===== config.mk =====
export PLATFORM = sky130hd
export DESIGN_NAME = cemi_to_tp_telegram_converter
export DESIGN_NICKNAME = d
export VERILOG_FILES = /design/src/rtl/cttc_pkg.sv /design/src/rtl/cttc_front.sv /design/src/rtl/cttc_queue.sv /design/src/rtl/cttc_back.sv /design/src/rtl/cemi_to_tp_telegram_converter.sv
export SDC_FILE = /design/constraint.sdc
export NUM_CORES = 1
export LEC_CHECK = 0
export ABC_AREA = 1
export CORE_UTILIZATION = 40
export DETAILED_ROUTE_END_ITERATION = 10
export DONT_BUFFER_PORTS = 1
export GPL_TIMING_DRIVEN = 0
export SETUP_SLACK_MARGIN = 0.15
export SLEW_MARGIN = 5
export SYNTH_ARGS = -nofsm -noshare
export SYNTH_HDL_FRONTEND = slang
export SYNTH_SLANG_ARGS = --single-unit
export TNS_END_PERCENT = 5

===== constraint.sdc =====
create_clock -name clk -period 2.9 [get_ports clk]
set_input_delay 0.145 -clock clk [delete_from_list [all_inputs] [get_ports clk]]
set_output_delay 0.145 -clock clk [all_outputs]
set_load 0.1 [all_outputs]

===== src/rtl/cttc_pkg.sv =====
// ----------------------------------------------------------------------------
// cttc_pkg: shared types and constants of the cEMI to TP telegram converter
// Holds the verdict codes, the frame constants and the record that the front
// part hands to the back part through the queue.
// ----------------------------------------------------------------------------
package cttc_pkg;

	localparam int QDEPTH = 4;
	localparam int QPTR_W = $clog2(QDEPTH);
	localparam int QCNT_W = $clog2(QDEPTH + 1);

	localparam logic [8:0] POS_MAX   = 9'd511;
	localparam logic [8:0] POS_MSG   = 9'd0;
	localparam logic [8:0] POS_ADDIL = 9'd1;
	localparam logic [8:0] POS_CTRL1 = 9'd2;
	localparam logic [8:0] POS_CTRL2 = 9'd3;
	localparam logic [8:0] POS_LEN   = 9'd8;
	localparam logic [8:0] LEN_EXTRA = 9'd10;

	localparam logic [7:0] CHECK_INIT = 8'hFF;
	localparam logic [7:0] HI_MASK    = 8'hF0;
	localparam logic [7:0] LO_MASK    = 8'h0F;
	localparam logic [7:0] RSV_MASK   = 8'h40;
	localparam logic [7:0] LEN_BAD    = 8'hFF;
	localparam logic [7:0] STD_MAXLEN = 8'd15;

	typedef enum logic [2:0] {
		VERDICT_OK       = 3'd0,
		VERDICT_LEN_MISM = 3'd1,
		VERDICT_RESERVED = 3'd2,
		VERDICT_CTRL2    = 3'd3,
		VERDICT_LEN_FF   = 3'd4,
		VERDICT_TOO_LONG = 3'd5
	} verdict_t;

	// One queue record: an optional telegram byte, an optional check octet.
	typedef struct packed {
		logic       has_data;
		logic [7:0] data;
		logic       has_check;
		logic [7:0] check;
		verdict_t   verdict;
	} entry_t;

endpackage


===== src/rtl/cttc_front.sv =====
// ----------------------------------------------------------------------------
// cttc_front: frame parser
// Tracks the position in the cEMI frame, skips additional info, builds the
// telegram byte, the running check and the verdict, and writes a record.
// ----------------------------------------------------------------------------
module cttc_front (
	input  logic             clk,
	input  logic             arst_n,
	input  logic             accept,
	input  logic [7:0]       frame_byte,
	input  logic             frame_end,
	output logic             wr,
	output cttc_pkg::entry_t wr_entry
);
	import cttc_pkg::*;

	logic [8:0] position_q;
	logic [7:0] skip_left_q;
	logic [7:0] saved_ctrl_two_q;
	logic       is_standard_q;
	logic [7:0] running_check_q;
	logic [7:0] payload_count_q;
	verdict_t   error_code_q;

	logic [8:0] pos_n;
	logic [7:0] skip_n;
	logic [7:0] ctrl2_n;
	logic       std_n;
	logic [7:0] chk_n;
	logic [7:0] pc_n;
	verdict_t   err_n;
	verdict_t   cand;
	logic       counted;
	logic       emit;
	logic [7:0] eb;
	logic       mismatch;

	always_comb begin
		skip_n  = skip_left_q;
		ctrl2_n = saved_ctrl_two_q;
		std_n   = is_standard_q;
		pc_n    = payload_count_q;
		cand    = VERDICT_OK;
		counted = 1'b1;
		emit    = 1'b0;
		eb      = frame_byte;
		if (position_q == POS_MSG) begin
			emit = 1'b0;
		end else if (position_q == POS_ADDIL) begin
			skip_n = frame_byte;
		end else if (skip_left_q != 8'd0) begin
			skip_n  = skip_left_q - 8'd1;
			counted = 1'b0;
		end else if (position_q == POS_CTRL1) begin
			std_n = frame_byte[7];
			if ((frame_byte & RSV_MASK) != 8'd0) cand = VERDICT_RESERVED;
			emit = 1'b1;
		end else if (position_q == POS_CTRL2) begin
			ctrl2_n = frame_byte;
			if ((frame_byte & LO_MASK) != 8'd0) cand = VERDICT_CTRL2;
			emit = ~is_standard_q;
		end else if (position_q == POS_LEN) begin
			pc_n = frame_byte;
			if (frame_byte == LEN_BAD) cand = VERDICT_LEN_FF;
			else if (frame_byte > STD_MAXLEN && is_standard_q) cand = VERDICT_TOO_LONG;
			emit = 1'b1;
			if (is_standard_q)
				eb = (saved_ctrl_two_q & HI_MASK) | (frame_byte & LO_MASK);
		end else begin
			emit = 1'b1;
		end

		pos_n = (counted && position_q < POS_MAX) ? position_q + 9'd1 : position_q;
		chk_n = emit ? running_check_q ^ eb : running_check_q;
		err_n = (error_code_q == VERDICT_OK) ? cand : error_code_q;
		mismatch = (skip_n != 8'd0) || (pos_n != ({1'b0, pc_n} + LEN_EXTRA));
	end

	assign wr = accept & (emit | frame_end);

	always_comb begin
		wr_entry.has_data  = emit;
		wr_entry.data      = eb;
		wr_entry.has_check = frame_end;
		wr_entry.check     = chk_n;
		wr_entry.verdict   = mismatch ? VERDICT_LEN_MISM : err_n;
	end

	always_ff @(posedge clk or negedge arst_n) begin
		if (!arst_n) begin
			position_q       <= '0;
			skip_left_q      <= '0;
			saved_ctrl_two_q <= '0;
			is_standard_q    <= 1'b0;
			running_check_q  <= CHECK_INIT;
			payload_count_q  <= '0;
			error_code_q     <= VERDICT_OK;
		end else if (accept) begin
			if (frame_end) begin
				position_q       <= '0;
				skip_left_q      <= '0;
				saved_ctrl_two_q <= '0;
				is_standard_q    <= 1'b0;
				running_check_q  <= CHECK_INIT;
				payload_count_q  <= '0;
				error_code_q     <= VERDICT_OK;
			end else begin
				position_q       <= pos_n;
				skip_left_q      <= skip_n;
				saved_ctrl_two_q <= ctrl2_n;
				is_standard_q    <= std_n;
				running_check_q  <= chk_n;
				payload_count_q  <= pc_n;
				error_code_q     <= err_n;
			end
		end
	end

endmodule


===== src/rtl/cttc_queue.sv =====
// ----------------------------------------------------------------------------
// cttc_queue: record queue
// A short circular queue that decouples the parser from the output side.
// ----------------------------------------------------------------------------
module cttc_queue (
	input  logic             clk,
	input  logic             arst_n,
	input  logic             wr,
	input  cttc_pkg::entry_t wr_entry,
	output logic             q_full,
	input  logic             rd,
	output logic             q_empty,
	output cttc_pkg::entry_t rd_entry
);
	import cttc_pkg::*;

	localparam logic [QPTR_W-1:0] PTR_LAST = QPTR_W'(QDEPTH - 1);
	localparam logic [QPTR_W-1:0] PTR_ONE  = QPTR_W'(1);
	localparam logic [QCNT_W-1:0] CNT_FULL = QCNT_W'(QDEPTH);
	localparam logic [QCNT_W-1:0] CNT_ONE  = QCNT_W'(1);

	entry_t            mem_q [QDEPTH];
	logic [QPTR_W-1:0] wptr_q;
	logic [QPTR_W-1:0] rptr_q;
	logic [QCNT_W-1:0] count_q;
	logic              do_wr;
	logic              do_rd;

	assign q_full   = (count_q == CNT_FULL);
	assign q_empty  = (count_q == '0);
	assign do_wr    = wr & ~q_full;
	assign do_rd    = rd & ~q_empty;
	assign rd_entry = mem_q[rptr_q];

	always_ff @(posedge clk) begin
		if (do_wr) mem_q[wptr_q] <= wr_entry;
	end

	always_ff @(posedge clk or negedge arst_n) begin
		if (!arst_n) begin
			wptr_q  <= '0;
			rptr_q  <= '0;
			count_q <= '0;
		end else begin
			if (do_wr) wptr_q <= (wptr_q == PTR_LAST) ? '0 : wptr_q + PTR_ONE;
			if (do_rd) rptr_q <= (rptr_q == PTR_LAST) ? '0 : rptr_q + PTR_ONE;
			if (do_wr && !do_rd) count_q <= count_q + CNT_ONE;
			else if (do_rd && !do_wr) count_q <= count_q - CNT_ONE;
		end
	end

endmodule


===== src/rtl/cttc_back.sv =====
// ----------------------------------------------------------------------------
// cttc_back: output serializer
// Turns each record into one or two output words and holds the oldest word
// in an output register until it is popped.
// ----------------------------------------------------------------------------
module cttc_back (
	input  logic             clk,
	input  logic             arst_n,
	input  logic             q_empty,
	input  cttc_pkg::entry_t rd_entry,
	output logic             rd,
	output logic             empty,
	input  logic             pop,
	output logic [7:0]       tele_byte,
	output logic             tele_end,
	output logic [2:0]       verdict
);
	import cttc_pkg::*;

	logic       out_valid_q;
	logic [7:0] out_byte_q;
	logic       out_end_q;
	verdict_t   out_verdict_q;
	logic       pend_valid_q;
	logic [7:0] pend_byte_q;
	verdict_t   pend_verdict_q;
	logic       slot_free;

	assign slot_free = ~out_valid_q | pop;
	// A held check octet goes out before the next record is taken.
	assign rd        = slot_free & ~pend_valid_q & ~q_empty;

	assign empty     = ~out_valid_q;
	assign tele_byte = out_byte_q;
	assign tele_end  = out_end_q;
	assign verdict   = out_verdict_q;

	always_ff @(posedge clk or negedge arst_n) begin
		if (!arst_n) begin
			out_valid_q  <= 1'b0;
			pend_valid_q <= 1'b0;
		end else if (slot_free) begin
			if (pend_valid_q) begin
				out_valid_q  <= 1'b1;
				pend_valid_q <= 1'b0;
			end else if (!q_empty) begin
				out_valid_q  <= 1'b1;
				pend_valid_q <= rd_entry.has_data & rd_entry.has_check;
			end else begin
				out_valid_q <= 1'b0;
			end
		end
	end

	always_ff @(posedge clk) begin
		if (slot_free) begin
			if (pend_valid_q) begin
				out_byte_q    <= pend_byte_q;
				out_end_q     <= 1'b1;
				out_verdict_q <= pend_verdict_q;
			end else if (!q_empty) begin
				if (rd_entry.has_data) begin
					out_byte_q    <= rd_entry.data;
					out_end_q     <= 1'b0;
					out_verdict_q <= VERDICT_OK;
				end else begin
					out_byte_q    <= rd_entry.check;
					out_end_q     <= 1'b1;
					out_verdict_q <= rd_entry.verdict;
				end
				pend_byte_q    <= rd_entry.check;
				pend_verdict_q <= rd_entry.verdict;
			end
		end
	end

endmodule


===== src/rtl/cemi_to_tp_telegram_converter.sv =====
// ----------------------------------------------------------------------------
// cemi_to_tp_telegram_converter: cEMI frame to twisted-pair telegram
// A telegram byte enters the record queue when its cEMI word is accepted and then
// moves to the output register. Throughput: one cEMI word per cycle unless full;
// a final word that also carries a byte yields two output words, popped in turn.
// The rate is set by the single output register draining the record queue.
// Reset: arst_n clears the parser state and empties the queue and output.
// ----------------------------------------------------------------------------
module cemi_to_tp_telegram_converter (
	input  logic       clk,
	input  logic       arst_n,
	input  logic       push,
	output logic       full,
	input  logic [7:0] frame_byte,
	input  logic       frame_end,
	output logic       empty,
	input  logic       pop,
	output logic [7:0] tele_byte,
	output logic       tele_end,
	output logic [2:0] verdict
);
	import cttc_pkg::*;

	logic   accept;
	logic   wr;
	entry_t wr_entry;
	logic   q_full;
	logic   q_empty;
	logic   rd;
	entry_t rd_entry;

	assign full   = q_full;
	assign accept = push & ~q_full;

	cttc_front u_front (
		.clk        (clk),
		.arst_n     (arst_n),
		.accept     (accept),
		.frame_byte (frame_byte),
		.frame_end  (frame_end),
		.wr         (wr),
		.wr_entry   (wr_entry)
	);

	cttc_queue u_queue (
		.clk      (clk),
		.arst_n   (arst_n),
		.wr       (wr),
		.wr_entry (wr_entry),
		.q_full   (q_full),
		.rd       (rd),
		.q_empty  (q_empty),
		.rd_entry (rd_entry)
	);

	cttc_back u_back (
		.clk       (clk),
		.arst_n    (arst_n),
		.q_empty   (q_empty),
		.rd_entry  (rd_entry),
		.rd        (rd),
		.empty     (empty),
		.pop       (pop),
		.tele_byte (tele_byte),
		.tele_end  (tele_end),
		.verdict   (verdict)
	);

endmodule


[Word-level counts from Yosys, hierarchy flattened]
Memories as Yosys holds them, arrays and structs flattened.
Cells that the tools add are included.
Word-level totals
  bits in registers: 77
  RAM bits: 84
  bits of input ports: 13
  word-level logic and storage cells: 149
  memories: 1
Cells by class
  $add $sub $neg: 7
  magnitude comparators: 2
  equality and inequality tests: 14
  multiplexer cells: 72
  bitwise gates (word level): 16
  reductions and logical operators: 20
Memory list
  u_queue.mem_q: depth 4, width 21, read ports 1, clocked after Yosys merged registers in 0, write ports 1, RTL line cttc_queue.sv:22  | entry_t mem_q [QDEPTH];
Operators by type and width (count)
  $mux 8: 29
  $mux 3: 16
  $reduce_bool 8->1: 3
  $mux 1: 21
  $eq 9x2->1 const B: 2
  $mux 9: 2
  $ne 2x2->1 const B: 5
  $add 8x4->9 const B: 1
  $add 9x1->9 const B: 1
  $eq 9x1->1 const B: 1
  $eq 9x4->1 const B: 1
  $logic_not 9->1: 1
  $lt 9x9->1 const B: 1
  $ne 9x9->1: 1
  $eq 8x8->1 const B: 1
  $gt 8x4->1 const B: 1
  $mux 2: 4
  $or 8x4->8: 1
  $sub 8x1->8 const B: 1
  $xor 8x8->8: 1
  $and 1x1->1: 7
  $logic_not 3->1: 2
  $reduce_and 6->1: 1
  $reduce_bool 2->1: 3
  13 further kinds: 24

[Logic depth before layout (Yosys ltp)]
Gate-level depths: netlist of the first run.
  word-level depth: 13
  depth in mapped cells: 20
  gate-level depth less buffers: 20

[Hierarchy]
From an unflattened synthesis of the first run, not the netlist that was laid out.
Unflattened totals
  cells, all modules: 900
  area, all modules: 8330.5 um^2
Modules (own cells, without submodules)
  cttc_queue: instances 1, cells an instance 306, area an instance 3965.1 um^2, sequential area each 2697.6 um^2
  cttc_front: instances 1, cells an instance 479, area an instance 3246.9 um^2, sequential area each 1036.0 um^2
  cttc_back: instances 1, cells an instance 113, area an instance 1108.6 um^2, sequential area each 740.7 um^2
  cemi_to_tp_telegram_converter: instances 1, cells an instance 2, area an instance 10.0 um^2, sequential area each 0.0 um^2

[Least setup slack after synthesis of the first run]
No wires, ideal clock.
  kind: reg-to-reg
  start: reg u_front.skip_left_q[0]
  end: mem u_queue.mem_q[0][0] (netlist name), enable pin
  setup time: 399 ps
  arrival time: 2677 ps
  path slack: -176 ps
  cell stages (with the launch flop): 11
  path buffers: 0
  path through: dfrtp_1 > inv_1 > ha_1 > nand2_1 > nor2_8 > nand2_2 > nor2_1 > o21ai_1 > a21oi_1 > inv_1 > nor2_1
On the way
  cells in the longest elaborated chain, start to end: 9
Ends and longest elaborated chain
  from (decl): RTL line cttc_front.sv:18  | logic [7:0] skip_left_q;
  from (signal assigned): RTL line cttc_front.sv:109  | skip_left_q <= skip_n;
  $reduce_bool 8->1: RTL line cttc_front.sv:51  | end else if (skip_left_q != 8'd0) begin
  $mux 1: RTL line cttc_front.sv:51
  $mux 1: RTL line cttc_front.sv:49  | end else if (position_q == POS_ADDIL) begin
  $mux 1: RTL line cttc_front.sv:47  | if (position_q == POS_MSG) begin
  $or 1x1->1: RTL line cttc_front.sv:79  | assign wr = accept & (emit | frame_end);
  $and 1x1->1: RTL line cttc_front.sv:79
  $and 1x1->1: RTL line cttc_queue.sv:31  | assign do_wr = wr & ~q_full;
  via u_queue.do_wr: RTL line cttc_queue.sv:26  | logic do_wr;
  $mux 1: RTL line cttc_queue.sv:36  | if (do_wr) mem_q[wptr_q] <= wr_entry;
  $mux 1 (implied by the code): RTL line cttc_queue.sv:36
  to (decl): RTL line cttc_queue.sv:22
The timed path passes the listed nets, and every way through them passes these cells.

==> results.yml, run 1 <==
worst_hold_path:
  hold_path_class: "input port to flop"
  min_from: "frame_byte[1]"
clocking:
  htree_levels: 4
  cts_buffers: 17
  cts_tree: "done"
  clock_path_buffers: 2
  cts-root-buf: "clkbuf_16"
  cts.clk_slew.worst_paths_ps: 70
  cts.sinks: 157
  clk_latency_ps: 430
critical_path:
  cp-end-kind: "flop"
  crit_arrival_ps: 2940
  path_max_fanout: 8
  start_kind: "flop"
  cp.required_ps: 3060
  r2r-start: "u_front.position_q[1]"
  path_class: "flop to flop"
  critPathLaunch: "u_front.position_q[1]"
cells_and_area:
  drive_above_1_share_pct: 19.4
  nets: 907
  final_common_cell: "nand2_1"
  stdcell_area_sq_um: 9510
  fillCellCount: 1700
  final_cell_mix: "nand2_1 (182), edfxtp_1 (107), inv_1 (74), nor2_1 (58), o21ai_0 (50)"
  final_core_util_pct: 50.5
  antenna_cells: 0
  area_growth_pct: 22.7
sta:
  finalSetupTns_ps: 0
  clock_skew_ps: 13.3
  hold_viol_final: 0
  max_slew_margin_pct: 28.6
  setup_violations: 0
  fmax_mhz: 360
  finalCritPeriodShare_pct: 95.9
  slew_violations: 0
  min_period_ps: 2780
  worst_pin_slew_ps: 1070
  rsz0062_at_grt: "true"
synthesis:
  synthSimpleGateAreaFrac_pct: 20.2
  synth-seq-cells: 157
  syn_inst: 810
  syn-cell-area_sq_um: 7750
  synth_flop_cell: "edfxtp_1"
  synth_top_family_by_area: "simple AND/OR/NAND/NOR gates"
  synth_top_area_cell: "edfxtp_1"
  synth.area.mux_share_pct: 0.145
  synthDistinctLibCells: 44
  synth-adder-area-share_pct: 2.36
  postSynthAreaPerCell_sq_um: 9.57
  synth_nets: 837
  synth_top_area_share_pct: 41.5
  ys.warnings.count: 0
  synth_area_leaders: "edfxtp_1 (41%), dfrtp_1 (14%), nand2_1 (9.3%), inv_1 (3.9%), o21ai_0 (3.5%)"
  synth-xor-area-share_pct: 1.92
  yosysSeqAreaShare_pct: 57.7
  synth_async_sr_flop_share_pct: 31.8
  synth-edff-count: 107
  synth_compound_area_share_pct: 12.1
job:
  drv_cap: 0
placed_design:
  portBuffers: 0
  gp_congestion: 0.875
  place_hpwl_mm: 12.8
  place_area_sq_um: 8140
detailed_routing:
  dr_wl_met2_mm: 9.36
  drtAntennaViolNets: 0
  vias: 5982
  drt-total-wl_mm: 19.2
  drt-met1-wl_mm: 8.43
  wl_met3_microns: 962
  drc: 0
  wl_per_cell_microns: 16.6
  top_layer_used: "met4"
  drtPass1Iterations: 5
  dr.first_iter.drc_count: 377
  vias_per_cell: 5.19
global_routing:
  gr-total-overflow: 0
  grt_pass1_wl_mm: 29.9
  first_global_vias: 5494
  grt.total_usage_pct: 19.9
  antenna_found_initial: 1
  grt_max_degree: 51
floorplan:
  dieArea_sq_um: 19900
  rows: 50
  start_util_pct: 41.1
  die_h_microns: 141
  core_area_sq_um: 18800
  io_pins: 27
  die_x_microns: 141
pwr:
  ir_drop_mv: 0.601
  power.total_mw: 11.9
  powerDensity_nw_per_um2: 1250
  p_leak_nw: 3.75
status:
  status: "finished, final reports clean"
## state kept, by name, indices dropped and copies added, names as in the netlist
| signal | cells |
|---|---|
| u_back.pend_byte_q | 8 |
| u_front.position_q | 9 |
| u_back.tele_byte | 8 |
| u_front.payload_count_q | 8 |
| u_back.pend_verdict_q | 3 |
| u_queue.rptr_q | 2 |
| u_queue.wptr_q | 2 |
| u_front.running_check_q | 8 |
| u_front.is_standard_q | 1 |
| u_queue.mem_q | 84 |
| u_back.tele_end | 1 |
| u_front.error_code_q | 3 |
| u_back.out_valid_q | 1 |
| u_queue.count_q | 3 |
| u_back.verdict | 3 |
| u_front.skip_left_q | 8 |
| u_front.saved_ctrl_two_q | 4 |
| u_back.pend_valid_q | 1 |
## worst max-delay path: stages (launching register included)
cell,delay [ps]
dfrtp_1,390
inv_2,110
ha_2,190
inv_1,40
nor2_1,80
nand2_1,100
nor2_4,180
nor2_4,100
nand2_4,140
o21ai_0,90
nor2_1,180
nand3_1,150
nor2_2,140
nand3_1,90
nor2_2,120
nand4_1,100
buf_6,160
nor2_4,90
nand2_4,70
## layout make-up
class	count	area [sq um]	share of cell area, %
flip-flops and latches	157	4480	47.1
multi-input cells	542	3150	33.1
plain buffers	25	114	1.20
repair buffers	51	485	5.11
inverters	86	330	3.47
well taps	260	325	3.42
clock buffers	17	425	4.47
clock inverters	15	200	2.11
## report_power, final
part / switching [mW] / internal [mW] / total [mW]
combinational: 3.44 / 1.84 / 5.28
clock: 0.996 / 1.39 / 2.39
sequential: 0.951 / 3.32 / 4.27
## per-stage QoR
| stage | hold WS (ps) | instances | setup slack, ps |
|---|---|---|---|
| 2_1_floorplan | -151 | 810 | -176 |
| 6_report | 47.5 | 1153 | 120 |
| 5_1_grt | 83.9 | 1153 | -33.6 |
| 3_5_place_dp | -147 | 1074 | -681 |
| 4_1_cts | 40.0 | 1125 | 9.59 |
| 3_3_place_gp | -147 | 1070 | -1420 |
## worst paths after layout
kind	to	slack, ps	cells after the start
min reg2reg	u_back.out_valid_q	480	2
max in group asynchronous	u_front.running_check_q[1]	2350	2
min	u_front.skip_left_q[1]	50	4
max	u_queue.mem_q[2][0]	120	18
min in group asynchronous	u_front.payload_count_q[0]	250	2
max reg2reg	u_queue.mem_q[2][0]	120	18
## metal layers
layer | vias up | global-route usage [%]
met5 | - | 0
met4 | 0 | 8.52
met3 | 30 | 3.74
met2 | 162 | 32.6
met1 | 2861 | 25.9
li1 | 2929 | -
## what timing repair did
item / in CTS / in global routing
hold endpoints to repair: 79 / 0
gates resized for setup: 36 / 46
setup endpoints to repair: 147 / 91
pin swaps: 11 / 23
gates cloned: 0 / 0
buffers inserted: 7 / 28
hold buffers: 12 / 0
## synthesized netlist by cell type, drive strengths merged, types with 8 or more instances
cell type    n
a21oi       28
clkbuf      22
dfrtp       42
dfstp        8
edfxtp     107
ha          13
inv         84
nand2      202
nand3       44
nand4       12
nor2        81
o21ai       67
o22ai       43
xor2        15
## cells by family after synthesis
family,count (synthesis)
AND/OR/NAND/NOR,352
AO/OA/AOI/OAI,158
flip-flops,157
buffers and inverters,111
XOR/XNOR,17
adder cells (fa/ha/maj),14
multiplexers,1
(Power assumes the default switching activity.)
==> inputs of run 2 (changes only) <==
Settings changed: ABC_AREA 1 to unset.
==> run 2 against run 1 <==
Compared with the run above: the flow now finishes with violations (negative setup slack); maximum frequency shrank 26%; count of clock-buffer cells in the layout grew 3; first-iteration DRC count grew 15%; flip-flop and latch count is the same; sequential power is essentially flat; clock power is essentially flat; utilization shrank 0.44 points; total power shrank 3.7%; wire length shrank 3.6%; clock skew shrank 5.7 ps; cell count shrank 20%.
==> results.yml, run 2 <==
worst_hold_path:
  holdPathEnd: "u_front.payload_count_q[2]"
  min_from: "frame_byte[2]"
  hold_path_class: "input port to flop"
  holdPathStages: 3
cells_and_area:
  final_cell_mix: "edfxtp_1 (107), nand2_1 (69), o21ai_0 (43), dfrtp_1 (38), nor2_1 (29)"
  final_common_cell: "edfxtp_1"
  nets: 699
  antenna_cells: 0
  largestRegisters: "u_queue.mem_q: 84 flops, u_front.position_q: 9 flops"
  area_growth_pct: 22.8
  drive_above_1_share_pct: 25.7
  fillCellCount: 1615
  largest_reg_flops: 84
  top_register: "u_queue.mem_q"
pwr:
  swShare_pct: 40.7
  comb_power_share_pct: 42.0
  seqPwrFrac_pct: 37.1
  p_leak_nw: 3.34
  power.internal_mw: 6.81
  clock_power_share_pct: 20.9
  power.total_mw: 11.5
  p_switching_mw: 4.68
  ir_drop_mv: 0.586
  powerDensity_nw_per_um2: 1230
global_routing:
  antenna_found_initial: 0
  grt_pass1_wl_mm: 29.5
  grt.total_usage_pct: 19.9
  gr-total-overflow: 0
  first_global_vias: 5418
  grt_max_degree: 51
floorplan:
  io_pins: 27
  rows: 50
  core_area_sq_um: 18600
  die_x_microns: 140
  start_util_pct: 40.8
  dieArea_sq_um: 19600
  die_h_microns: 140
critical_path:
  crit_arrival_ps: 3900
  path_max_fanout: 4
  rr_worst_depth: 13
  r2r_slack_ps: -840
  r2r-start: "u_front.skip_left_q[1]"
  start_kind: "flop"
  cp.required_ps: 3060
  path_class: "flop to flop"
  cp-end-kind: "flop"
  reg2reg_to: "u_queue.mem_q[1][0]"
synthesis:
  synth.area.mux_share_pct: 9.91
  synth_top_area_share_pct: 42.3
  synth-adder-area-share_pct: 2.40
  synth_area_leaders: "edfxtp_1 (42%), dfrtp_1 (14%), mux4_2 (6.2%), nand2_1 (3.6%), o21ai_0 (2.9%)"
  postSynthAreaPerCell_sq_um: 12.5
  synth_most_common_cell: "edfxtp_1"
  synthDistinctLibCells: 68
  synth_async_sr_flop_share_pct: 31.8
  synth_compound_area_share_pct: 10.1
  synth_common_cells: "edfxtp_1 (107), nand2_1 (73), o21ai_0 (44)"
  ys.warnings.count: 0
  synth_flop_cell: "edfxtp_1"
  synth-seq-cells: 157
  synth_top_area_cell: "edfxtp_1"
  synth-edff-count: 107
  yosysSeqAreaShare_pct: 58.9
  syn-cell-area_sq_um: 7600
  synth_top_family_by_area: "simple AND/OR/NAND/NOR gates"
  synth-xor-area-share_pct: 3.00
  syn_inst: 610
  synth_nets: 637
  synthSimpleGateAreaFrac_pct: 12.9
clocking:
  cts.sinks: 157
  cts-root-buf: "clkbuf_16"
  clock_path_buffers: 2
  cts_buffers: 17
  cts.clk_slew.worst_paths_ps: 70
  cts_tree: "done"
  clk_latency_ps: 420
  htree_levels: 4
detailed_routing:
  drc: 0
  vias_per_cell: 5.73
  dr_wl_met2_mm: 9.40
  drtAntennaViolNets: 0
  drt-total-wl_mm: 18.5
  dr.first_iter.drc_count: 433
  top_layer_used: "met4"
  drt-met1-wl_mm: 7.80
  wl_per_cell_microns: 20.1
  wl_met3_microns: 986
  vias: 5270
  drtPass1Iterations: 5
sta:
  setup_violations: 130
  worst_pin_slew_ps: 956
  slew_violations: 0
  min_period_ps: 3740
  fmax_mhz: 267
  hold_viol_final: 0
  clock_skew_ps: 7.63
  finalCritPeriodShare_pct: 129
  rsz0062_at_grt: "true"
  max_slew_margin_pct: 36.0
  worst_slack_ps: -840
placed_design:
  dp_slack_ps: -1490
  portBuffers: 0
  place_hpwl_mm: 11.9
  gp_congestion: 0.871
status:
  status: "finished, violations left"
  violations: "negative setup slack"
job:
  drv_cap: 0
==> run 2: logic make-up after synthesis <==
family                     count (synthesis)
muxes                                     48
DFF                                      157
buffers and inverters                     53
xor gates and xnor gates                  26
AOI/OAI and AO/OA                        119
and+or+nand+nor                          193
adders and majority gates                 14
==> run 2: through the flow <==
step	std cells	utilization, %	hold WS, ps	setup TNS, ps	cell area (sq um)
final	919	50.1	23.6	-36190	9330
after global routing	919	50.1	27.8	-52590	9330
after CTS	913	49.2	28.0	-20890	9170
after detailed placement	847	42.9	-149	-156300	7990
after global placement	844	42.6	-149	-180530	7940
after floorplan	610	-	-151	-37050	7650
==> run 2: final cells by class <==
| cell class | count | area (sq um) | area share (%) |
|---|---|---|---|
| buffer | 36 | 191 | 2.05 |
| timing repair buffer | 41 | 390 | 4.18 |
| inverter | 17 | 63.8 | 0.684 |
| clock buffer | 20 | 467 | 5.00 |
| clock inverter | 12 | 171 | 1.84 |
| multi-input combinational | 402 | 3280 | 35.1 |
| sequential | 157 | 4480 | 48.0 |
| tap | 234 | 293 | 3.14 |
==> run 2: worst max path at each step <==
stage,to,startpoint,cells past startpoint,slack [ps]
floorplan,u_queue.mem_q[0][0],u_front.position_q[2],12,-770
global placement,u_queue.mem_q[3][20],u_front.position_q[5],9,-1480
detailed placement,u_queue.mem_q[1][2],u_front.position_q[0],14,-1490
CTS,u_queue.mem_q[0][0],u_front.skip_left_q[0],13,-830
global route,u_queue.mem_q[1][0],u_front.position_q[1],14,-990
finish,u_queue.mem_q[1][0],u_front.skip_left_q[1],13,-840
==> run 2: power groups by stage <==
stage	Clock (mW)	Sequential [mW]	Combinational, mW
after global placement	0	4.26	3.78
after CTS	2.43	4.24	4.58
after global routing	2.54	4.32	5.24
after floorplan	0	4.19	3.00
after detailed placement	0	4.29	3.95
final	2.41	4.26	4.82
==> run 2: repair_timing <==
| item | 4_1_cts | 5_1_grt |
|---|---|---|
| pin swaps | 21 | 9 |
| setup buffers | 23 | 6 |
| gates resized for setup | 62 | 25 |
| gates cloned | 2 | 0 |
| endpoints found under the setup margin | 198 | 175 |
| hold endpoints to repair | 76 | 0 |
| hold buffers | 9 | 0 |
==> run 2: metal layers <==
metal | vias to the layer above | GRT usage (%)
met5 | - | 0
met4 | 0 | 6.25
met3 | 27 | 4.99
met2 | 171 | 34.6
met1 | 2661 | 24.4
li1 | 2411 | -
==> run 2: worst max-delay path: stages (launching register included) <==
cell	delay, ps
dfrtp_1	390
inv_2	70
ha_2	150
or3b_4	420
nor4_4	300
buf_6	160
mux2i_4	240
inv_2	70
ha_4	290
xor2_4	160
nand4_1	100
o311ai_1	120
or4b_4	530
or4_4	460
